[config.mk]
export PLATFORM = sky130hd
export DESIGN_NAME = lscc_front
export DESIGN_NICKNAME = d
export VERILOG_FILES = /design/src/sv/lscc_pkg.sv /design/src/sv/lscc_front.sv
export SDC_FILE = /design/constraint.sdc
export NUM_CORES = 1
export LEC_CHECK = 0
export ABC_AREA = 1
export BUFFER_PORTS_ARGS = -buffer_cell sky130_fd_sc_hd__buf_2
export CAP_MARGIN = 20
export CORE_ASPECT_RATIO = 1.2
export CORE_UTILIZATION = 60
export CTS_BUF_LIST = sky130_fd_sc_hd__clkbuf_4 sky130_fd_sc_hd__clkbuf_8 sky130_fd_sc_hd__clkbuf_16
export DETAILED_ROUTE_END_ITERATION = 8
export PLACE_DENSITY_LB_ADDON = 0.12
export SLEW_MARGIN = 20
export SYNTH_ARGS = -nofsm -noshare
export SYNTH_HDL_FRONTEND = slang
export SYNTH_SLANG_ARGS = --single-unit
[constraint.sdc]
create_clock -name clk -period 6.9 [get_ports clk]
set_input_delay 1.38 -clock clk [delete_from_list [all_inputs] [get_ports clk]]
set_output_delay 1.38 -clock clk [all_outputs]
set_load 0.005 [all_outputs]
[src/sv/lscc_pkg.sv]
`timescale 1ns / 1ps
// ----------------------------------------------------------------------------
// lscc_pkg: shared types and constants for the cycle capture unit
// Sizes of the capture store, command codes, phases and the queue entry
// passed from the front end to the store back end.
// ----------------------------------------------------------------------------
package lscc_pkg;

  // Capture geometry
  localparam int NUM_ROWS    = 8;
  localparam int ROW_DEPTH   = 128;
  localparam int SAMPLE_BITS = 12;

  // Interface field widths
  localparam int PERIOD_W = 16;
  localparam int RROW_W   = 3;
  localparam int RPOS_W   = 7;
  localparam int RLEN_W   = 8;

  localparam logic [PERIOD_W-1:0] PERIOD_RESET = PERIOD_W'(200);

  // Derived widths
  localparam int ROW_W     = (NUM_ROWS > 1) ? $clog2(NUM_ROWS) : 1;
  localparam int ROW_IDX_W = $clog2(NUM_ROWS + 1);
  localparam int POS_W     = $clog2(ROW_DEPTH);
  localparam int LEN_W     = $clog2(ROW_DEPTH + 1);
  localparam int ADDR_W    = ROW_W + POS_W;
  localparam int MEM_DEPTH = NUM_ROWS * ROW_DEPTH;

  // Queue between front and back
  localparam int Q_DEPTH = 4;
  localparam int Q_PTR_W = $clog2(Q_DEPTH);
  localparam int Q_CNT_W = $clog2(Q_DEPTH + 1);

  typedef enum logic [1:0] {
    CMD_TICK  = 2'd0,
    CMD_CLEAR = 2'd1,
    CMD_READ  = 2'd2
  } cmd_t;

  typedef enum logic [1:0] {
    PH_START    = 2'd0,
    PH_SAMPLING = 2'd1,
    PH_WAITING  = 2'd2,
    PH_EOC      = 2'd3
  } phase_t;

  // One store operation plus the result fields already known by the front
  typedef struct packed {
    logic                   wr;
    logic                   rd_hit;
    logic [ADDR_W-1:0]      addr;
    logic [SAMPLE_BITS-1:0] data;
    logic                   status;
    logic                   stored;
    logic                   overflow;
    logic [RLEN_W-1:0]      rlen;
  } op_t;

endpackage

[src/sv/lscc_front.sv]
`timescale 1ns / 1ps
// ----------------------------------------------------------------------------
// lscc_front: command decode and capture control
// Takes one item per cycle while the queue has room, runs the capture phases,
// row lengths and sample countdown, and hands a store operation to the queue.
// ----------------------------------------------------------------------------
module lscc_front
  import lscc_pkg::*;
(
  input  logic                   clk,
  input  logic                   rst,
  input  logic                   cfg_valid,
  input  logic [PERIOD_W-1:0]    cfg_data,
  input  logic                   in_valid,
  output logic                   in_ready,
  input  logic [1:0]             command,
  input  logic [SAMPLE_BITS-1:0] adc_sample,
  input  logic                   new_cycle,
  input  logic [RROW_W-1:0]      read_row,
  input  logic [RPOS_W-1:0]      read_position,
  input  logic                   q_full,
  output logic                   q_push,
  output op_t                    q_data
);

  phase_t               phase, phase_next;
  logic                 edge_pending, edge_pending_next;
  logic [ROW_IDX_W-1:0] row_index, row_index_next;
  logic [PERIOD_W-1:0]  countdown, countdown_next;
  logic                 status_flag, status_flag_next;
  logic [LEN_W-1:0]     cur_len, cur_len_next;
  logic [PERIOD_W-1:0]  sample_period;
  logic [LEN_W-1:0]     row_lengths [NUM_ROWS];
  logic                 lens_clear;
  logic                 len_we;
  logic [LEN_W-1:0]     rd_len;

  // No item is taken while reset is held
  assign in_ready = !q_full && !rst;
  assign q_push   = in_valid && in_ready;

  // Period register
  always_ff @(posedge clk) begin
    if (rst) begin
      sample_period <= PERIOD_RESET;
    end else if (cfg_valid) begin
      sample_period <= cfg_data;
    end
  end

  // Row length looked up for a read
  always_comb begin
    if (int'(read_row) < NUM_ROWS) begin
      rd_len = row_lengths[read_row[ROW_W-1:0]];
    end else begin
      rd_len = '0;
    end
  end

  // Next state and store operation
  always_comb begin
    logic                 ep;
    logic                 act;
    logic [ROW_IDX_W-1:0] row_sel;
    logic [LEN_W-1:0]     len_cur;
    logic [PERIOD_W-1:0]  cd_dec;

    ep                = edge_pending | new_cycle;
    act               = 1'b0;
    row_sel           = row_index;
    len_cur           = cur_len;
    cd_dec            = (countdown != '0) ? countdown - 1'b1 : '0;
    phase_next        = phase;
    edge_pending_next = edge_pending;
    row_index_next    = row_index;
    countdown_next    = countdown;
    status_flag_next  = status_flag;
    cur_len_next      = cur_len;
    lens_clear        = 1'b0;
    len_we            = 1'b0;
    q_data            = '0;

    unique case (command)
      CMD_TICK: begin
        unique case (phase)
          PH_START: begin
            if (ep) begin
              ep               = 1'b0;
              phase_next       = PH_SAMPLING;
              status_flag_next = 1'b0;
            end
          end
          PH_SAMPLING: act = 1'b1;
          PH_WAITING: begin
            countdown_next = cd_dec;
            if (cd_dec == '0 || ep) begin
              act = 1'b1;
            end
          end
          default: ;
        endcase

        // Sampling action: reload, take a pending edge, then end the capture, append or drop
        if (act) begin
          countdown_next = (sample_period == '0) ? PERIOD_W'(1) : sample_period;
          phase_next     = PH_WAITING;
          if (ep) begin
            ep      = 1'b0;
            row_sel = row_index + 1'b1;
            len_cur = '0;
          end
          row_index_next = row_sel;
          cur_len_next   = len_cur;
          if (row_sel >= ROW_IDX_W'(NUM_ROWS)) begin
            phase_next       = PH_EOC;
            status_flag_next = 1'b1;
          end else if (len_cur >= LEN_W'(ROW_DEPTH)) begin
            q_data.overflow = 1'b1;
          end else begin
            q_data.wr     = 1'b1;
            q_data.addr   = {row_sel[ROW_W-1:0], len_cur[POS_W-1:0]};
            q_data.data   = adc_sample;
            q_data.stored = 1'b1;
            cur_len_next  = len_cur + 1'b1;
            len_we        = 1'b1;
          end
        end
        edge_pending_next = ep;
      end
      CMD_CLEAR: begin
        phase_next        = PH_START;
        edge_pending_next = 1'b0;
        row_index_next    = '0;
        countdown_next    = '0;
        status_flag_next  = 1'b1;
        cur_len_next      = '0;
        lens_clear        = 1'b1;
      end
      CMD_READ: begin
        q_data.rlen   = RLEN_W'(rd_len);
        q_data.rd_hit = (LEN_W'(read_position) < rd_len);
        q_data.addr   = {read_row[ROW_W-1:0], read_position[POS_W-1:0]};
      end
      default: ;
    endcase

    q_data.status = status_flag_next;
  end

  // Control state
  always_ff @(posedge clk) begin
    if (rst) begin
      phase        <= PH_START;
      edge_pending <= 1'b0;
      row_index    <= '0;
      countdown    <= '0;
      status_flag  <= 1'b1;
      cur_len      <= '0;
    end else if (q_push) begin
      phase        <= phase_next;
      edge_pending <= edge_pending_next;
      row_index    <= row_index_next;
      countdown    <= countdown_next;
      status_flag  <= status_flag_next;
      cur_len      <= cur_len_next;
    end
  end

  // Row lengths: cleared together, one row bumped per stored sample
  always_ff @(posedge clk) begin
    if (rst) begin
      for (int i = 0; i < NUM_ROWS; i++) row_lengths[i] <= '0;
    end else if (q_push) begin
      if (lens_clear) begin
        for (int i = 0; i < NUM_ROWS; i++) row_lengths[i] <= '0;
      end else if (len_we) begin
        row_lengths[q_data.addr[ADDR_W-1 -: ROW_W]] <= cur_len_next;
      end
    end
  end

  // A finished capture always reports completed
  a_eoc_status: assert property (@(posedge clk) disable iff (rst)
    phase == PH_EOC |-> status_flag)
    else $error("capture ended without completed status");

  // Capture in progress only while sampling or waiting
  a_busy_phase: assert property (@(posedge clk) disable iff (rst)
    !status_flag |-> (phase == PH_SAMPLING || phase == PH_WAITING))
    else $error("status busy outside sampling phases");

  // Before the first edge nothing has advanced
  a_start_row: assert property (@(posedge clk) disable iff (rst)
    phase == PH_START |-> (row_index == '0 && cur_len == '0))
    else $error("row state not clear in start phase");

  // A tick either stores or drops, never both
  a_store_xor_drop: assert property (@(posedge clk) disable iff (rst)
    q_push |-> !(q_data.stored && q_data.overflow))
    else $error("sample both stored and dropped");

endmodule

# ---- Word level (Yosys, flattened, before mapping)
# Memories as Yosys holds them, arrays and structs flattened.
# Index checks and enable logic that the tools add are counted.
dict set report totals {
  ramBits 64
  out_inout_bits 37
  inputBits 46
  word_cells 119
  ff_bits 48
  mem_count 1
}
# name depth word_bits rd rd_clocked_by_memory_dff wr line
set memory_table {}
lappend memory_table {row_lengths 8 8 1 0 8 lscc_front.sv:33} ;# logic [LEN_W-1:0] row_lengths [NUM_ROWS];
dict set report op_classes {
  n_reduce_logical 16
  magnitude_cmp 3
  mux 72
  n_addsub 3
  bitwise 9
  n_eq_ne 8
}
# cell count
set ops {}
lappend ops {{two-way mux 8 bit} 16}
lappend ops {{two-way mux 22 bit} 3}
lappend ops {{two-way mux 16 bit} 4}
lappend ops {{logical NOT 16 bit} 2}
lappend ops {{case mux 16 bit (2 select lines)} 1}
lappend ops {{two-way mux 1 bit} 29}
lappend ops {{case mux 10 bit (2 select lines)} 1}
lappend ops {{two-way mux 4 bit} 4}
lappend ops {{case mux 8 bit (2 select lines)} 1}
lappend ops {{nonzero test 16 bit} 1}
lappend ops {{subtractor 16 x 1 -> 16 bit (second input constant)} 1}
lappend ops {{two-way mux 12 bit} 1}
lappend ops {{two-way mux 2 bit} 6}
lappend ops {{OR 1 bit} 9}
lappend ops {{adder 8 x 1 -> 8 bit (second input constant)} 1}
lappend ops {{>= comparator 8 bit (second input constant)} 1}
lappend ops {{less-than comparator 7 x 8 -> 1 bit} 1}
lappend ops {{case mux 4 bit (2 select lines)} 1}
lappend ops {{OR reduction 8 bit} 1}
lappend ops {{inequality test 3 x 2 -> 1 bit (second input constant)} 2}
lappend ops {{case mux 1 bit (2 select lines)} 3}
lappend ops {{AND reduction 3 bit} 2}
lappend ops {{adder 4 x 1 -> 4 bit (second input constant)} 1}
lappend ops {{equality test 2 x 1 -> 1 bit (second input constant)} 2}
lappend ops {{other kinds (13)} 17}

# ---- Depth between registers and ports, before layout
dict set report logic_depth {
  ltp_word 21
  mapped_depth 21
  mapped_depth_nobuf 20
}

# ---- Worst setup path after synthesis
# No wires, ideal clock.
dict set report synth_path {
  kind {input-to-output}
  start {input read_row[0]}
  end {output q_data[33] (netlist bit)}
  stages 10
  path_slack_ps 2159
  arrival_ps 3361
  required_ps 5520
  cell_sequence {inv_1 > clkbuf_1 > clkbuf_1 > nor2_1 > o221ai_1 > o21ai_0 > ha_1 > a21oi_1 > nor2_1 > a2111oi_0}
}
# item line
set synth_lines {}
lappend synth_lines {{from (decl)} lscc_front.sv:19} ;# input logic [RROW_W-1:0] read_row,
lappend synth_lines {{to (decl)} lscc_front.sv:23} ;# output op_t q_data

==> results_dict.tcl <==
set metrics [dict create \
    run_status "complete, no violations" \
    synth_edf_count 64 \
    cts_tree "built" \
    fp.coreArea_mm2 0.0105 \
    ant_nets 0 \
    cts-htree-levels 3 \
    post_cts_buffers 0 \
    area_delta_synth_final_pct 11.1 \
    fp.dieArea_mm2 0.0112 \
    cts-root-buf "clkbuf_16" \
    wirelength_um 17100 \
    synth_top_area_share 0.296 \
    grt-ovfl-total 0 \
    track_usage 0.310 \
    crit_required_ns 5.52 \
    fin_skew_ns 0.0157 \
    crit_fanout 34 \
    fin_crit_sh 0.798 \
    synth_cells 848 \
    r2r_end "row_lengths[7][0]$_SDFFCE_PN0P_" \
    path_class "primary input to output pin" \
    finalHoldViolCount 0 \
    grt_pass1_wl_um 27200 \
    cts_max_path_buffers 2 \
    power_density_mw_per_mm2 207 \
    cap_violations 0 \
    drt-vias-per-instance 5.76 \
    timing.slew.headroom 0.418 \
    ff2ff_setup_slack_ns 3.20 \
    clock-sinks 112 \
    drt_pass1_iterations 5 \
    ir_drop_uv 117 \
    layout_setup_ws_ns 1.40 \
    cts_resized 0 \
    port_buffers 82 \
    wire_per_inst_um 16.5 \
    syn_nets 909 \
    end_kind "output pin" \
    die_x_um 96.9 \
    syn_area_per_cell_um2 7.65 \
    ys_ff_latch 112 \
    netlist_area_mm2 0.00649 \
    ys_warn_count 0 \
    fillers 882 \
    initial_core_util 0.617 \
    grt_max_degree 46 \
    rr_worst_depth 18 \
    tritoncts.num_buffers 9 \
    post-place-ws_ns 1.39 \
    die_y_um 116 \
    timing.rr.start "countdown[0]$_SDFFE_PP0P_" \
    ys_types 42 \
    antenna_found_initial 1 \
    p_leak_nw 3.14 \
    insertion_delay_ns 0.36 \
    grt_pass1_vias 5527 \
    num_vias 5989 \
    fmax_mhz 182 \
    slew_violations 0 \
    async_reset_ff_frac 0 \
    top_level_ports 83 \
    clkTransAtPathRegs_ns 0.07 \
    startpoint "read_row[0]" \
    fin_tns_setup_ns 0 \
    place_hpwl_um 12600 \
    worst-slew-pin-transition_ns 0.872 \
    nets 966 \
    drt_iter0_markers 404 \
    holdBufCountCts 0 \
    finalSetupViolations 0 \
    num_rows 41 \
    hp-class "flop to flop" \
    layout-drive-gt1-share 0.151 \
    drc 0 \
    post-route-min-period_ns 5.50 \
    synth_seq_area_share 0.444 \
    ys_top_cells_by_area "edfxtp_1, dfxtp_1, nor2_1" \
    synth_common_cells "nor2_1, nand2_1, o21ai_0" \
    endpoint "q_data[33]" \
    startpoint_type "primary input" \
    synth_top_area_cell "edfxtp_1" \
    cp.arrival_ns 4.12 \
    ys.flop_type "edfxtp_1" \
    gp_congestion 0.918 \
    synth_most_common_cell "nor2_1" \
    grt_setup_unrepaired "no" \
]
-- state kept, by name, summed over array words and instances, names as in the netlist --
name	count
countdown	16
cur_len	8
edge_pending	1
phase	2
row_index	4
row_lengths	64
sample_period	16
status_flag	1
-- cells in the final DEF, fill, tap and decap left out, types with 4 or more instances in the layout --
master | netlist | final
nor2_1 | 193 | 192
nand2_1 | 116 | 116
o21ai_0 | 91 | 91
buf_2 | 1 | 82
inv_1 | 73 | 73
edfxtp_1 | 64 | 64
nand3_1 | 58 | 58
dfxtp_1 | 48 | 48
a21oi_1 | 47 | 47
nand4_1 | 15 | 15
ha_1 | 15 | 15
nand2_4 | 10 | 10
clkbuf_16 | 0 | 9
o32ai_1 | 8 | 8
nand2_2 | 7 | 7
nor2_2 | 5 | 6
mux2i_1 | 6 | 6
o221ai_1 | 6 | 6
nor4_1 | 5 | 5
nor2_4 | 5 | 5
xor2_1 | 4 | 4
nor3_1 | 4 | 4
xnor2_1 | 4 | 4
-- cell type report --
class	instances	area, µm²	share of cell area
clock buffers	9	225	0.0312
clock inverters	7	71.3	0.00989
repair buffers	85	433	0.0601
multi-input cells	617	3130	0.434
inverters	80	302	0.0418
diodes	1	2.50	0.000347
flip-flops and latches	112	2880	0.400
well taps	129	161	0.0224
-- metrics by stage --
| step | utilization | power (mW) | hold slack, ns | cells | area, µm² |
|---|---|---|---|---|---|
| finish | 0.685 | 1.49 | 0.468 | 1040 | 7210 |
| global route | 0.685 | 1.55 | 0.498 | 1040 | 7210 |
| CTS | 0.685 | 1.49 | 0.469 | 1039 | 7200 |
| detailed placement | 0.657 | 0.984 | 0.458 | 1023 | 6910 |
| global placement | 0.657 | 0.977 | 0.453 | 1023 | 6910 |
| floorplan | - | 0.919 | 0.443 | 848 | 6490 |
-- power breakdown --
group          switching [mW]  total (mW)  internal, mW
registers              0.0143       0.743         0.729
clock network           0.263       0.518         0.255
logic                   0.150       0.230        0.0790
-- logic make-up after synthesis --
group / share of synthesized area
buffers and inverters: 0.0733
AND/OR/NAND/NOR: 0.290
flip-flops: 0.444
adder cells (fa/ha/maj): 0.0289
multiplexers: 0.00926
AO/OA/AOI/OAI: 0.144
XOR/XNOR: 0.0108
-- worst min-delay path by stage --
| stage | start | to | slack (ns) | cells past startpoint |
|---|---|---|---|---|
| 6_report | cur_len[4]$_SDFFE_PP0P_ | cur_len[4]$_SDFFE_PP0P_ | 0.47 | 2 |
| 5_1_grt | cur_len[4]$_SDFFE_PP0P_ | cur_len[4]$_SDFFE_PP0P_ | 0.50 | 2 |
| 4_1_cts | cur_len[4]$_SDFFE_PP0P_ | cur_len[4]$_SDFFE_PP0P_ | 0.47 | 2 |
| 3_5_place_dp | cur_len[4]$_SDFFE_PP0P_ | cur_len[4]$_SDFFE_PP0P_ | 0.46 | 2 |
| 3_3_place_gp | cur_len[1]$_SDFFE_PP0P_ | cur_len[1]$_SDFFE_PP0P_ | 0.45 | 2 |
| 2_1_floorplan | sample_period[5]$_SDFFE_PP0P_ | sample_period[5]$_SDFFE_PP0P_ | 0.44 | 2 |
-- metal layers --
layer | GRT usage | up-vias | share of wire | wire (µm)
met5 | 0 | - | 0 | 0
met4 | 0.153 | 0 | 0.041 | 702
met3 | 0.0489 | 46 | 0.052 | 884
met2 | 0.559 | 203 | 0.51 | 8770
met1 | 0.362 | 2777 | 0.39 | 6760
li1 | - | 2963 | - | -
-- worst max-delay path, cell delays in order --
cell	delay (ns)
buf_2	0.47
inv_1	0.51
nor2_1	0.21
o32ai_1	0.09
o21ai_0	0.29
ha_1	0.30
o21ai_0	0.08
nand2_1	0.07
nand3_1	0.07
a21oi_1	0.06
a2111oi_0	0.38
buf_2	0.21
(Power assumes the default switching activity.)
