## config.mk

```make
export PLATFORM = sky130hd
export DESIGN_NAME = lscc_queue
export DESIGN_NICKNAME = d
export VERILOG_FILES = /design/src/sv/lscc_pkg.sv /design/src/sv/lscc_queue.sv
export SDC_FILE = /design/constraint.sdc
export NUM_CORES = 1
export LEC_CHECK = 0
export ABC_AREA = 1
export BUFFER_PORTS_ARGS = -buffer_cell sky130_fd_sc_hd__buf_2
export CAP_MARGIN = 10
export CORE_UTILIZATION = 51
export DETAILED_ROUTE_END_ITERATION = 8
export PLACE_DENSITY = 0.75
export SLEW_MARGIN = 20
export SYNTH_ARGS = -nofsm -noshare
export SYNTH_HDL_FRONTEND = slang
export SYNTH_SLANG_ARGS = --single-unit
export TNS_END_PERCENT = 10
```

## constraint.sdc

```tcl
create_clock -name clk -period 1.5 [get_ports clk]
set_input_delay 0.15 -clock clk [delete_from_list [all_inputs] [get_ports clk]]
set_output_delay 0.15 -clock clk [all_outputs]
set_load 0.01 [all_outputs]
```

## src/sv/lscc_pkg.sv

```systemverilog
`timescale 1ns / 1ps
// ----------------------------------------------------------------------------
// lscc_pkg: shared types and constants for the cycle capture unit
// Sizes of the capture store, command codes, phases and the queue entry
// passed from the front end to the store back end.
// ----------------------------------------------------------------------------
package lscc_pkg;

  // Capture geometry
  localparam int NUM_ROWS    = 8;
  localparam int ROW_DEPTH   = 128;
  localparam int SAMPLE_BITS = 12;

  // Interface field widths
  localparam int PERIOD_W = 16;
  localparam int RROW_W   = 3;
  localparam int RPOS_W   = 7;
  localparam int RLEN_W   = 8;

  localparam logic [PERIOD_W-1:0] PERIOD_RESET = PERIOD_W'(200);

  // Derived widths
  localparam int ROW_W     = (NUM_ROWS > 1) ? $clog2(NUM_ROWS) : 1;
  localparam int ROW_IDX_W = $clog2(NUM_ROWS + 1);
  localparam int POS_W     = $clog2(ROW_DEPTH);
  localparam int LEN_W     = $clog2(ROW_DEPTH + 1);
  localparam int ADDR_W    = ROW_W + POS_W;
  localparam int MEM_DEPTH = NUM_ROWS * ROW_DEPTH;

  // Queue between front and back
  localparam int Q_DEPTH = 4;
  localparam int Q_PTR_W = $clog2(Q_DEPTH);
  localparam int Q_CNT_W = $clog2(Q_DEPTH + 1);

  typedef enum logic [1:0] {
    CMD_TICK  = 2'd0,
    CMD_CLEAR = 2'd1,
    CMD_READ  = 2'd2
  } cmd_t;

  typedef enum logic [1:0] {
    PH_START    = 2'd0,
    PH_SAMPLING = 2'd1,
    PH_WAITING  = 2'd2,
    PH_EOC      = 2'd3
  } phase_t;

  // One store operation plus the result fields already known by the front
  typedef struct packed {
    logic                   wr;
    logic                   rd_hit;
    logic [ADDR_W-1:0]      addr;
    logic [SAMPLE_BITS-1:0] data;
    logic                   status;
    logic                   stored;
    logic                   overflow;
    logic [RLEN_W-1:0]      rlen;
  } op_t;

endpackage

```

## src/sv/lscc_queue.sv

```systemverilog
`timescale 1ns / 1ps
// ----------------------------------------------------------------------------
// lscc_queue: short operation queue
// Register-based FIFO that lets the front end and the store back end stall
// independently of each other.
// ----------------------------------------------------------------------------
module lscc_queue
  import lscc_pkg::*;
(
  input  logic clk,
  input  logic rst,
  input  logic push,
  input  op_t  push_data,
  output logic full,
  input  logic pop,
  output logic not_empty,
  output op_t  pop_data
);

  op_t                entries [Q_DEPTH];
  logic [Q_PTR_W-1:0] wr_ptr;
  logic [Q_PTR_W-1:0] rd_ptr;
  logic [Q_CNT_W-1:0] count;

  assign full      = (count == Q_CNT_W'(Q_DEPTH));
  assign not_empty = (count != '0);
  assign pop_data  = entries[rd_ptr];

  // Entry storage
  always_ff @(posedge clk) begin
    if (push) begin
      entries[wr_ptr] <= push_data;
    end
  end

  // Pointers and fill count
  always_ff @(posedge clk) begin
    if (rst) begin
      wr_ptr <= '0;
      rd_ptr <= '0;
      count  <= '0;
    end else begin
      if (push) wr_ptr <= (wr_ptr == Q_PTR_W'(Q_DEPTH - 1)) ? '0 : wr_ptr + 1'b1;
      if (pop)  rd_ptr <= (rd_ptr == Q_PTR_W'(Q_DEPTH - 1)) ? '0 : rd_ptr + 1'b1;
      if (push && !pop) begin
        count <= count + 1'b1;
      end else if (pop && !push) begin
        count <= count - 1'b1;
      end
    end
  end

  a_no_overrun: assert property (@(posedge clk) disable iff (rst)
    !(push && full && !pop))
    else $error("push into full queue");

  a_no_underrun: assert property (@(posedge clk) disable iff (rst)
    pop |-> not_empty)
    else $error("pop from empty queue");

endmodule

```

# Word level (Yosys, flattened, before mapping)
# Memories as Yosys holds them, arrays and structs flattened. A register that Yosys moved wholly into a read port is not among the register bits.
# Cells that the tools add are included.
[totals] regBits=7 ram_bits=140 wordCells=25 n_memories=1
[memory_table] memory="entries" depth=4 word_bits=35 rd=1 rd_clocked_by_memory_dff=1 wr=1 line_no="lscc_queue.sv:20" source="op_t entries [Q_DEPTH];"
[op_classes] add_sub_neg=4 n_eq_ne=3 muxes=8 n_reduce_logical=6
[op_table] cell="2-bit two-way mux" n=4
[op_table] cell="3-bit two-way mux" n=2
[op_table] cell="2-bit by 1-bit adder with 2-bit output (second input constant)" n=2
[op_table] cell="2-bit equality test (second input constant)" n=2
[op_table] cell="3-bit by 1-bit adder with 3-bit output (second input constant)" n=1
[op_table] cell="3-bit equality test (second input constant)" n=1
[op_table] cell="3-bit nonzero test" n=1
[op_table] cell="3-bit by 1-bit subtractor with 3-bit output (second input constant)" n=1
[op_table] cell="1-bit logical AND" n=2
[op_table] cell="1-bit zero test" n=2
[op_table] cell="1-bit two-way mux" n=2
[op_table] cell="2-bit nonzero test" n=1

# Logic depth before layout (Yosys ltp)
# Gate-level depths: netlist (run 1).
[logic_depth] ltp_word=4 depth_mapped=10

# Worst setup path before layout (run 1)
# No wires, ideal clock.
[synth_timing] path_type="register to register" from="register wr_ptr[0]" to="memory entries[3][0] (netlist bit), enable pin" setup_time_ps=390 arrival_ps=1280 setup_slack_ps=-170 path_stages_with_launch=4 n_path_buf=0 path_cell_list="dfxtp_1 -> ha_1 -> nand2_1 -> inv_1"
[synth_lines] item="from (decl)" line_no="lscc_queue.sv:21" source="logic [Q_PTR_W-1:0] wr_ptr;"
[synth_lines] item="from (signal assigned)" line_no="lscc_queue.sv:43" source="if (push) wr_ptr <= (wr_ptr == Q_PTR_W'(Q_DEPTH - 1)) ? '0 : wr_ptr + 1'b1;"
[synth_lines] item="to (decl)" line_no="lscc_queue.sv:20"
# Straight into the memory's write port.

==> results.txt, run 1 <==
The final hold slack is 0.109 ns, and the register bit count reported by yosys is 149. At the worst endpoint, the arrival time is 1.67 ns. The H-tree was split into 4 levels.

The final number of setup-violating endpoints was 35. TritonCTS built the clock tree. The run gives 0.53 ns as the worst-skew pair later-pin latency. Leaving out fill and tap cells, the most frequent cell in the layout is sky130_fd_sc_hd__edfxtp_1. The top-level port count is 76. Ranked by total cell area, the synthesized netlist is headed by sky130_fd_sc_hd__edfxtp_1 74%, sky130_fd_sc_hd__nor2_1 5.2%, sky130_fd_sc_hd__o22ai_1 3.9%. The remaining routing DRC violations is 0. Across every metal layer, demand over resource in global routing totals 21.9%. The remaining number of nets flagged by the antenna check after routing was 0. For the number of global-route vias before repair, the log shows 3774.

After synthesis, the share of cell area in mux cells is 0%. Entering global routing, the biggest net connects 29 pins. At the end of the flow the core is filled with cells to 69.7%.

Synthesis produced 398 cells. The final reports fail on setup timing. For the number of antenna diodes, the log shows 0. The routed design has 11800 µm of wire. The cell leakage power is 2.76 nW, and the power density over cell area is 1390 nW/µm². Walking the worst path, the cells encountered are buf_6 -> o21ai_0 -> o22ai_1 -> buf_2. The logs give 580 for the layout net count and 38 for the number of rows created at floorplan. Using the TritonRoute via totals, the vias-per-cell ratio works out to 5.37. At the pin with the least slew margin, the transition time is 0.298 ns. The worst path setup slack after routing was -0.325 ns.

Register area share after synthesis: 77.5%. The min-delay analysis places its worst path in the category in -> reg. sky130_fd_sc_hd__edfxtp_1 takes more of the synthesized area than any other cell. The number of pins with negative max-slew slack in the final report was 0; the number of buffer and inverter stages on the critical path was 2. Among all stages on the critical path, the largest delay is contributed by sky130_fd_sc_hd__dfxtp_4. After detailed routing, the average wire length per cell comes to 17.1 µm. TritonCTS created 17 clock buffers. The final period demand of the worst path was 1.82 ns; the compound-gate portion of the synthesized area was 10.6%.

The violation count after the first detailed-routing iteration is 182. The run gives 0 as the count of final hold-check violations. Detailed placement finished with a half-perimeter wire length of 6970 µm. The final estimated routing congestion in global placement was 0.716; the share of the synthesized area in the top cell type was 74.4%. The total core area came out at 10800 µm². By area, the combinational part of the netlist is dominated by compound AO/OA/AOI/OAI gates.

The flow ran to the end, but the final reports show violations. Maximum resistive drop on vdd: 835 µV. Summing the areas of all fa, ha and maj instances in the mapped netlist gives 1.68% of the synthesized area. The maximum number of buffers from clock root to sink is 2, and the worst-path maximum fanout is 18. The clock tree root buffer cell was sky130_fd_sc_hd__clkbuf_8. The highest clock frequency the design can meet is 0.548 GHz, and the post-synthesis simple-gate area fraction is 6.31%. Endpoint class of the critical path: an output pin.

The max-cap check violation count is 0, and the Yosys warning count is 0. Clock-pin slew was measured on the worst setup and hold paths at 0.06 ns. CTS saw 149 sinks. The kind of start point of the critical path was a flop. The kind of cell with the highest combined delay along the critical path is flip-flops. The floorplan step defined a die boundary enclosing 11500 µm². The synthesized netlist occupies a cell area of 5650 µm².

The layout overhead on the synthesized area was 33.6%. The per-instance average area after synthesis is 14.2 µm². The area share of xor/xnor cells in the synthesized design was 0.155%; the global route total overflow was 0. For this configuration, the core starts out at a cell density of 52.2%. The die boundary height works out to 107 µm.

The first global-routing pass estimated 18400 µm of wire. The run gives 444 as the post-synth net total. Setup repair after global routing could not meet its margin everywhere. Counting tap cells, the placed design contains a total of 615 instances.

The peak per-stage delay on the critical path was 0.45 ns; the count of input and output buffers was 75. The count of placed standard cells in the final layout, fillers left out was 687. Of the available clock period, the critical path in the final layout requires 122%. Before antenna repair, the detailed router went through 5 iterations.

The ratio of cells with drive above 1 in the final layout was 30.7%; the number of vias in the routed layout was 3686. STA puts the critical path data required time at 1.35 ns. The category of the critical setup timing path is reg -> out.

The run gives 0.0105 W as the total power. Leaving out fill and tap cells, the most frequent cells in the layout are 140 x sky130_fd_sc_hd__edfxtp_1, 75 x sky130_fd_sc_hd__buf_2, 71 x sky130_fd_sc_hd__nor2_1. Measured against its own limit, the worst slew margin works out to 80.1%.

The tools report the post-route clock skew as 0.0104 ns. Measured along the x axis, the die boundary spans 107 µm. After synthesis, the netlist uses 20 different library cells. The initial antenna violation count is 0.
## final cells by class
cell class | instances | area [µm²]
clock buffers | 17 | 414
clock inverters | 15 | 229
fillers | 717 | 3290
inverters | 16 | 92.6
multi-input cells | 212 | 1150
flip-flops and latches | 149 | 4390
well taps | 140 | 175
repair buffers | 138 | 1090
## stage by stage
step | setup WS [ns] | cell area [µm²] | setup TNS [ns]
after floorplan | -0.0228 | 5680 | -2.27
after global placement | 0.145 | 6350 | 0
after detailed placement | 0.0658 | 6350 | 0
after CTS | -0.321 | 7450 | -9.14
after global routing | -0.352 | 7550 | -11.14
final | -0.325 | 7550 | -8.93
## final timing paths
path              slack, ns                       to  cells after the start              startpoint
hold / removal         0.11   wr_ptr[1]$_SDFFE_PP0P_                      4                    push
hold reg to reg        0.54   wr_ptr[1]$_SDFFE_PP0P_                      2  wr_ptr[1]$_SDFFE_PP0P_
setup reg to reg       0.22  entries[1][4]$_DFFE_PP_                      5  wr_ptr[1]$_SDFFE_PP0P_
setup / recovery      -0.32             pop_data[23]                      4                    flop
## layer usage
metal / vias to the layer above / track usage, % / part of all wire [%]
li1: 1762 / - / -
met1: 1791 / 25.9 / 41
met2: 125 / 38.0 / 52
met3: 8 / 6.23 / 5.8
met4: 0 / 8.41 / 0.85
met5: - / 0 / 0
## Yosys cell counts (all sizes together)
cell type,n
nor2,79
fa,1
dfxtp,9
a21oi,3
nand3,1
o22ai,35
o21ai,73
nand4,1
edfxtp,140
ha,6
inv,16
xor2,1
nand2,9
buf,21
nor3,3
## kinds of logic after synthesis
group,after synthesis
flip-flops,149
AO/OA/AOI/OAI,111
AND/OR/NAND/NOR,93
buffers and inverters,37
adder cells (fa/ha/maj),7
XOR/XNOR,1
## worst reg2reg max path: stages (launching register included)
cell,delay (ns)
sky130_fd_sc_hd__dfxtp_1,0.36
sky130_fd_sc_hd__inv_1,0.08
sky130_fd_sc_hd__ha_1,0.19
sky130_fd_sc_hd__nand2_2,0.08
sky130_fd_sc_hd__clkinvlp_4,0.11
sky130_fd_sc_hd__buf_12,0.19
## power breakdown
part	internal (W)	switching, W	leakage (nW)
Clock	0.00288	0.00164	0.303
Combinational	0.000495	0.000653	1.10
Sequential	0.00474	0.0000746	1.36
## registers in the layout (all words and copies together) (netlist names), named ones only
| name | cells |
|---|---|
| count | 3 |
| entries | 140 |
| rd_ptr | 2 |
| wr_ptr | 2 |
## what timing repair did
action | 4_1_cts | 5_1_grt
resized for setup | 24 | 42
pin swaps | 0 | 2
hold buffers | 37 | 0
buffers inserted | 1 | 1
cloned | 1 | 0
endpoints found under the setup margin | 35 | 37
hold endpoints to repair | 149 | 0
Power figures use the tool's default switching activity.
==> inputs of run 2 (changes only) <==
CORE_UTILIZATION = 25   (was 51)
PLACE_DENSITY = unset   (was 0.75)
REMOVE_ABC_BUFFERS = 1   (was unset)
==> run 2 against run 1 <==
- the flow finishes with violations (DRC, setup timing)
- clock power fell by 3%
- final cell count rose by 20%
- sequential power is essentially flat
- die area rose by 100%
- fmax is 8.0% higher
- worst hold slack got worse by 0.056 ns
- flip-flop and latch count stayed put
- count of clock-buffer cells in the layout grew 2
- critical path type unchanged
==> results.txt, run 2 (synthesized netlist as in run 1, its figures left out) <==
The flow ran to the end, but the final reports show violations. The checks that failed: DRC, setup timing. Cell internal power dissipation: 0.00805 W (-0.89%).

Slowest stage cell on the critical path: sky130_fd_sc_hd__dfxtp_4. The tools report the number of vias in the routed layout as 3629 (-1.5%). Number of global-route vias before repair: 3718 (-1.5%). The H-tree level count was 4 (unchanged); the layout overhead on the synthesized area was 37.2%. Final clock period utilization by the worst path: 113% (-9.0 points). The actual slew at the worst max-slew pin was 0.248 ns (-0.0508 ns); the worst-skew pair later-pin latency was 0.42 ns (-0.11 ns). The highest clock frequency the design can meet is 0.592 GHz (+8.0%), and the HPWL reported at the end of detailed placement is 7910 µm (+14%). For the remaining number of nets flagged by the antenna check after routing, the log shows 0 (unchanged). The tools report the count of final hold-check violations as 0 (unchanged). The ratio of cells with drive above 1 in the final layout was 31.4% (+0.71 points); the clock power share was 42.0% (-1.1 points). The tools report the number of pins with negative max-slew slack in the final report as 0 (unchanged). Walking the worst path, the cells encountered are clkinv_8 -> buf_12 -> nor2_1 -> o22ai_2 -> buf_2. Switching share of total power: 22.7% (+0.17 points). The reg-to-reg startpoint was wr_ptr[0]$_SDFFE_PP0P_. The global route total overflow is 0 (unchanged). The run gives 574 (-1.0%) as the layout net count. The cell family contributing the most delay on the critical path is flip-flops. The tools report the part of the power in combinational logic as 11.7% (+0.8 points).

The count of input and output buffers was 75 (unchanged). For the number of antenna diodes, the log shows 0 (unchanged). The number of buffer and inverter stages on the critical path is 3 (+1).

The most flop-heavy register is entries. The run gives 46.3% (+0.3 points) as the register share of total power. The die boundary height came out at 152 µm (+42%).

The logs give 2 (unchanged) for the maximum number of buffers from clock root to sink and 83.5% (+3.4 points) for the worst max-slew margin expressed relative to the limit. For the maximum number of pins on one net before global-route repair, the log shows 27 (-6.9%). STA classifies the critical path startpoint as a flop. Overall global routing resource usage: 12.1% (-9.8 points). The worst path setup slack after routing is -0.189 ns (+0.136 ns), and the final hold slack is 0.0538 ns (-0.0555 ns). Leaving out fill and tap cells, the most frequent cells in the layout are 140 x sky130_fd_sc_hd__edfxtp_1, 72 x sky130_fd_sc_hd__buf_2, 68 x sky130_fd_sc_hd__nor2_1. Violation count after the first detailed-routing iteration: 184 (+1.1%). The total length of routed wires was 13300 µm (+13%). The total core area is 22000 µm² (+100%). The most common cell after layout, fill and taps aside was sky130_fd_sc_hd__edfxtp_1. Starting density of the core: 25.7% (-26 points).

TritonCTS built the clock tree. The cell leakage power was 2.81 nW (+1.6%); the depth of the most critical reg-to-reg path was 5 (unchanged). In this run the clock root is driven by a sky130_fd_sc_hd__clkbuf_16.

The max-cap check violation count was 0 (unchanged). The worst setup path is of the reg -> out kind. The tools report the wire length of the first global-routing pass as 20700 µm (+12%). The depth of the worst hold-timing path works out to 3 (-1). The logs give 54 (+42%) for the number of rows created at floorplan and 643 µV (-23%) for the maximum resistive drop on vdd. The logs give 1.54 ns (-0.13 ns) for the data arrival time of the critical path and 35 (unchanged) for the final number of setup-violating endpoints. The remaining routing DRC violations came out at 8 (+8). The post-detailed-route wirelength per cell is 16.2 µm (-5.6%), and the peak per-stage delay on the critical path is 0.44 ns (about the same). The tightest min-delay check is of the in -> reg type. The tools report the TritonCTS sink count as 149 (unchanged). The final period demand of the worst path was 1.69 ns (-0.136 ns). The logs give 17 (unchanged) for the clock buffer count from CTS and 0.0409 ns (-0.0249 ns) for the worst-case setup slack after placement.

The worst-path maximum fanout was 18 (unchanged). The destination of the worst hold path was rd_ptr[1]$_SDFFE_PP0P_. The power density over cell area came out at 1340 nW/µm² (-3.3%). The run gives 0.707 (-1.2%) as the final estimated routing congestion in global placement. The worst setup path is captured at an output pin. The run gives 76 (unchanged) as the top-level port count. In this run the most critical hold path is launched from pop. The tools report the initial antenna violation count as 0 (unchanged). The area enclosed by the die boundary came out at 23200 µm² (+100%). The CTS clock-pin slew for the worst setup and hold paths is 0.06 ns (about the same). The largest registers in the layout are entries x140, count x3. Number of flip-flops under the largest register name: 140 (unchanged). The register-to-register path setup slack is 0.17 ns (-0.05 ns).

In this run the critical register-to-register path is captured at entries[2][5]$_DFFE_PP_. The number of vias per cell after detailed routing is 4.42 (-18%). The total power is 0.0104 W (-0.67%).

The run gives 0.00804 ns (-0.00241 ns) as the post-route clock skew. The run gives 0.00237 W (about the same) as the total net switching power. The floorplan die width is 152 µm (+42%), and the iteration count of the initial detailed-routing pass is 7 (+2).

Setup repair after global routing could not meet its margin everywhere. The data required time of the worst path was 1.35 ns (about the same).
-- run 2: changes by cell type in the layout (fill, tap and decap cells not counted), moves of 4 or more --
cell,change
sky130_fd_sc_hd__o22ai_1,-5
sky130_fd_sc_hd__buf_6,-5
sky130_fd_sc_hd__clkinv_2,+4
sky130_fd_sc_hd__inv_2,+4
sky130_fd_sc_hd__buf_12,+5
sky130_fd_sc_hd__o22ai_2,+5
sky130_fd_sc_hd__clkinvlp_4,-6
-- run 2: worst register-to-register path, stage by stage, from the launching register on --
cell and delay [ns]:
sky130_fd_sc_hd__dfxtp_1 0.35, sky130_fd_sc_hd__inv_1 0.10, sky130_fd_sc_hd__ha_1 0.16, sky130_fd_sc_hd__nand2_1 0.06, sky130_fd_sc_hd__inv_2 0.08, sky130_fd_sc_hd__buf_4 0.26
-- run 2: final cells by class --
class / count / area (µm²)
timing repair buffer: 132 / 1110
clock buffer: 19 / 433
multi-input combinational: 212 / 1220
sequential: 149 / 4390
inverter: 16 / 77.6
clock inverter: 13 / 183
fill: 2114 / 14300
tap: 280 / 350
-- run 2: worst max-delay path by stage --
stage | end | slack (ns) | depth (start not counted) | start
6_report | pop_data[25] | -0.19 | 5 | flop
3_3_place_gp | count[2]$_SDFFE_PP0P_ | 0.10 | 11 | pop
4_1_cts | pop_data[6] | -0.23 | 6 | flop
2_1_floorplan | pop_data[0] | -0.90 | 3 | flop
3_5_place_dp | count[2]$_SDFFE_PP0P_ | 0.04 | 11 | pop
5_1_grt | pop_data[3] | -0.27 | 5 | flop
-- run 2: repair_timing --
| item | in CTS | in global routing |
|---|---|---|
| hold buffers | 36 | 0 |
| cloned | 3 | 0 |
| gates resized for setup | 46 | 40 |
| setup endpoints to repair | 35 | 35 |
| setup buffers | 3 | 0 |
| endpoints found under the hold margin | 144 | 0 |
| pin swaps | 7 | 2 |
-- run 2: through the flow --
step | area [µm²] | utilization, % | cells | setup TNS, ns
after floorplan | 5510 | - | 377 | -53.25
after global placement | 6490 | 29.5 | 749 | 0
after detailed placement | 6490 | 29.5 | 749 | 0
after CTS | 7680 | 34.9 | 823 | -6.54
after global routing | 7760 | 35.2 | 821 | -8.22
final | 7760 | 35.2 | 821 | -5.11
-- run 2: per-layer routing --
metal / routed length (µm) / global-route usage, %
met3: 740 / 4.35
met1: 6110 / 15.5
met4: 97 / 3.50
met2: 6320 / 19.2
met5: 0 / 0
-- run 2: power by group through the flow --
stage | sequential (W) | combinational, W | clock [W]
global route | 0.00483 | 0.00134 | 0.00469
CTS | 0.00482 | 0.00122 | 0.00446
finish | 0.00482 | 0.00122 | 0.00437
global placement | 0.00489 | 0.000984 | 0
detailed placement | 0.00490 | 0.00102 | 0
floorplan | 0.00492 | 0.000456 | 0
==> inputs of run 3 (changes only) <==
SETUP_SLACK_MARGIN = 0.3   (was unset)
==> run 3 against run 2 <==
- the run still ends with DRC, setup timing left
- highest routed layer unchanged
- clock skew about the same
- total power grew 1.2%
- die area unchanged
- critical path type unchanged
- largest power group unchanged
- first-iteration DRC count is 11% higher
- worst setup slack worse by 0.014 ns
- flip-flop and latch count stayed put
- register-to-register slack gained 0.10 ns
- worst hold slack better by 0.0034 ns
- final cell count is 0.85% higher
==> results.txt, run 3 (synthesized netlist as in run 1, its figures left out) <==
The flow ran to the end, but the final reports show violations. The checks that failed: DRC, setup timing. Number of antenna diodes: 0 (unchanged). The total length of routed wires was 13800 µm (+4.2%); the number of global-route vias before repair was 3768 (+1.3%). For the total power, the log shows 0.0105 W (+1.2%). The run gives 25.7% (unchanged) as the starting density of the core. Setup repair after global routing could not meet its margin everywhere. In the final layout, the registers with the most flip-flops are entries x140, count x3. The worst max-slew margin expressed relative to the limit was 84.5% (+1.0 points). The number of vias per cell after detailed routing is 4.51 (+2.0%).

The root buffer cell chosen for the clock tree is sky130_fd_sc_hd__clkbuf_16. The iteration count of the initial detailed-routing pass is 9 (+2), and the final number of setup-violating endpoints is 35 (unchanged). The tools report the worst path setup slack after routing as -0.203 ns (-0.0142 ns). Remaining routing DRC violations: 7 (-1). The register share of total power is 45.9% (-0.4 points).

For the setup TNS, the log shows -6.00 ns (-0.895 ns). STA classifies the critical path startpoint as a flop. The floorplan die width was 152 µm (unchanged); the highest clock frequency the design can meet was 0.587 GHz (-0.83%). The most flop-heavy register is entries. The data arrival time of the critical path was 1.55 ns (about the same); the ratio of cells with drive above 1 in the final layout was 33.6% (+2.2 points). Max-cap check violation count: 0 (unchanged).

The final period demand of the worst path works out to 1.70 ns (+0.0142 ns). The die boundary height was 152 µm (unchanged). The area enclosed by the die boundary came out at 23200 µm² (unchanged). The CTS clock-pin slew for the worst setup and hold paths works out to 0.06 ns (about the same). The post-detailed-route wirelength per cell was 16.7 µm (+3.4%). The final design instance area without fill was 7980 µm² (+2.9%); the clock buffer count from CTS was 17 (unchanged). For the worst-case setup slack after placement, the log shows 0.0409 ns (unchanged).

The final estimated routing congestion in global placement was 0.707 (unchanged). The data required time of the worst path was 1.35 ns (about the same); the H-tree level count was 4 (unchanged). Number of rows created at floorplan: 54 (unchanged). The endpoint class of the critical path is an output pin. The layout overhead on the synthesized area came out at 41.2%. The total core area was 22000 µm² (unchanged); the worst-skew pair later-pin latency was 0.42 ns (about the same). The total net switching power is 0.00241 W (+1.9%), and the overall global routing resource usage is 12.4% (+0.28 points). For the layout net count, the log shows 581 (+1.2%). TritonCTS sink count: 149 (unchanged). The count of final hold-check violations is 0 (unchanged), and the violation count after the first detailed-routing iteration is 204 (+11%).

The number of flip-flops under the largest register name came out at 140 (unchanged). The logs give 12.6% (+0.9 points) for the part of the power in combinational logic and 0.00813 W (+0.98%) for the cell internal power dissipation. TritonCTS built the clock tree. The actual slew at the worst max-slew pin came out at 0.230 ns (-0.0178 ns). For the global route total overflow, the log shows 0 (unchanged). Switching share of total power: 22.9% (+0.16 points). The run gives 0 (unchanged) as the initial antenna violation count. The HPWL reported at the end of detailed placement is 7910 µm (unchanged). The maximum resistive drop on vdd came out at 639 µV (-0.61%).

The top cell types in the final layout, fill and taps aside, are 140 x sky130_fd_sc_hd__edfxtp_1, 74 x sky130_fd_sc_hd__nor2_1, 72 x sky130_fd_sc_hd__buf_2. The count of input and output buffers came out at 75 (unchanged). The worst-path maximum fanout is 13 (-5), and the maximum number of buffers from clock root to sink is 2 (unchanged).

The worst hold path belongs to the class in -> reg. For the remaining number of nets flagged by the antenna check after routing, the log shows 0 (unchanged). Clock power share: 41.5% (-0.5 points). Category of the critical setup timing path: reg -> out. The power density over cell area is 1320 nW/µm² (-1.7%). The register-to-register path setup slack is 0.27 ns (+0.10 ns), and the final clock period utilization by the worst path is 114% (+0.94 points). The maximum number of pins on one net before global-route repair was 27 (unchanged). The library cell used most frequently in the layout, excluding fill and tap cells, is sky130_fd_sc_hd__edfxtp_1.

Top-level port count: 76 (unchanged). The number of pins with negative max-slew slack in the final report was 0 (unchanged). The post-route clock skew came out at 0.00848 ns (+0.000448 ns). The run gives 6490 µm² (unchanged) as the placement-stage cell area. The number of vias in the routed layout is 3734 (+2.9%), and the cell leakage power is 2.89 nW (+3.0%). The tools report the wire length of the first global-routing pass as 21100 µm (+2.1%).
==> run 3: cell types whose count changed in the layout (fill, tap and decap cells not counted), moves of 6 or more <==
| cell | change |
|---|---|
| sky130_fd_sc_hd__nand2_1 | -7 |
| sky130_fd_sc_hd__nor2_2 | -7 |
| sky130_fd_sc_hd__o21ai_2 | -7 |
| sky130_fd_sc_hd__nor2_1 | +6 |
| sky130_fd_sc_hd__o21ai_1 | +6 |
==> run 3: layout make-up <==
cell class | instances | area, µm²
clock buffer | 19 | 433
clock inverter | 13 | 183
fill | 2100 | 14000
inverter | 16 | 90.1
multi-input combinational | 212 | 1240
sequential | 149 | 4410
tap | 280 | 350
timing repair buffer | 139 | 1270
==> run 3: critical path: stages, from the launching register on <==
cell and delay, ns:
sky130_fd_sc_hd__dfxtp_4 0.43, sky130_fd_sc_hd__buf_4 0.16, sky130_fd_sc_hd__clkbuf_16 0.17, sky130_fd_sc_hd__nor2_1 0.05, sky130_fd_sc_hd__o22ai_1 0.15, sky130_fd_sc_hd__buf_4 0.17
==> run 3: per-stage QoR <==
| step | instances | hold WS, ns | util (%) |
|---|---|---|---|
| 3_3_place_gp | 749 | 0.359 | 29.5 |
| 2_1_floorplan | 377 | 0.222 | - |
| 4_1_cts | 824 | 0.0391 | 35.7 |
| 5_1_grt | 828 | 0.0789 | 36.2 |
| 3_5_place_dp | 749 | 0.367 | 29.5 |
| 6_report | 828 | 0.0572 | 36.2 |
==> run 3: final timing paths <==
check | from | end | cells past startpoint
max reg2reg | wr_ptr[0]$_SDFFE_PP0P_ | entries[0][10]$_DFFE_PP_ | 5
max | flop | pop_data[31] | 5
min | pop | rd_ptr[1]$_SDFFE_PP0P_ | 3
min reg2reg | rd_ptr[1]$_SDFFE_PP0P_ | flop | 2
==> run 3: power groups by stage <==
| stage | clock network (W) | registers, W | logic, W |
|---|---|---|---|
| 5_1_grt | 0.00468 | 0.00485 | 0.00146 |
| 3_3_place_gp | 0 | 0.00489 | 0.000984 |
| 6_report | 0.00437 | 0.00483 | 0.00133 |
| 4_1_cts | 0.00446 | 0.00483 | 0.00128 |
| 2_1_floorplan | 0 | 0.00492 | 0.000456 |
| 3_5_place_dp | 0 | 0.00490 | 0.00102 |
==> run 3: what timing repair did <==
action | in CTS | in global routing
gates resized for setup | 95 | 22
hold endpoints to repair | 144 | 0
setup endpoints to repair | 178 | 174
cloned | 4 | 1
hold buffers | 36 | 0
pin swaps | 12 | 10
buffers inserted | 3 | 3
==> run 3: routing by layer <==
metal | global-route usage, % | part of all wire, % | vias to the layer above | routed length, µm
li1 | - | - | 1759 | -
met1 | 15.9 | 45 | 1869 | 6280
met5 | 0 | 0 | - | 0
met3 | 4.35 | 6.0 | 10 | 826
met4 | 3.55 | 0.82 | 0 | 114
met2 | 19.7 | 48 | 96 | 6620
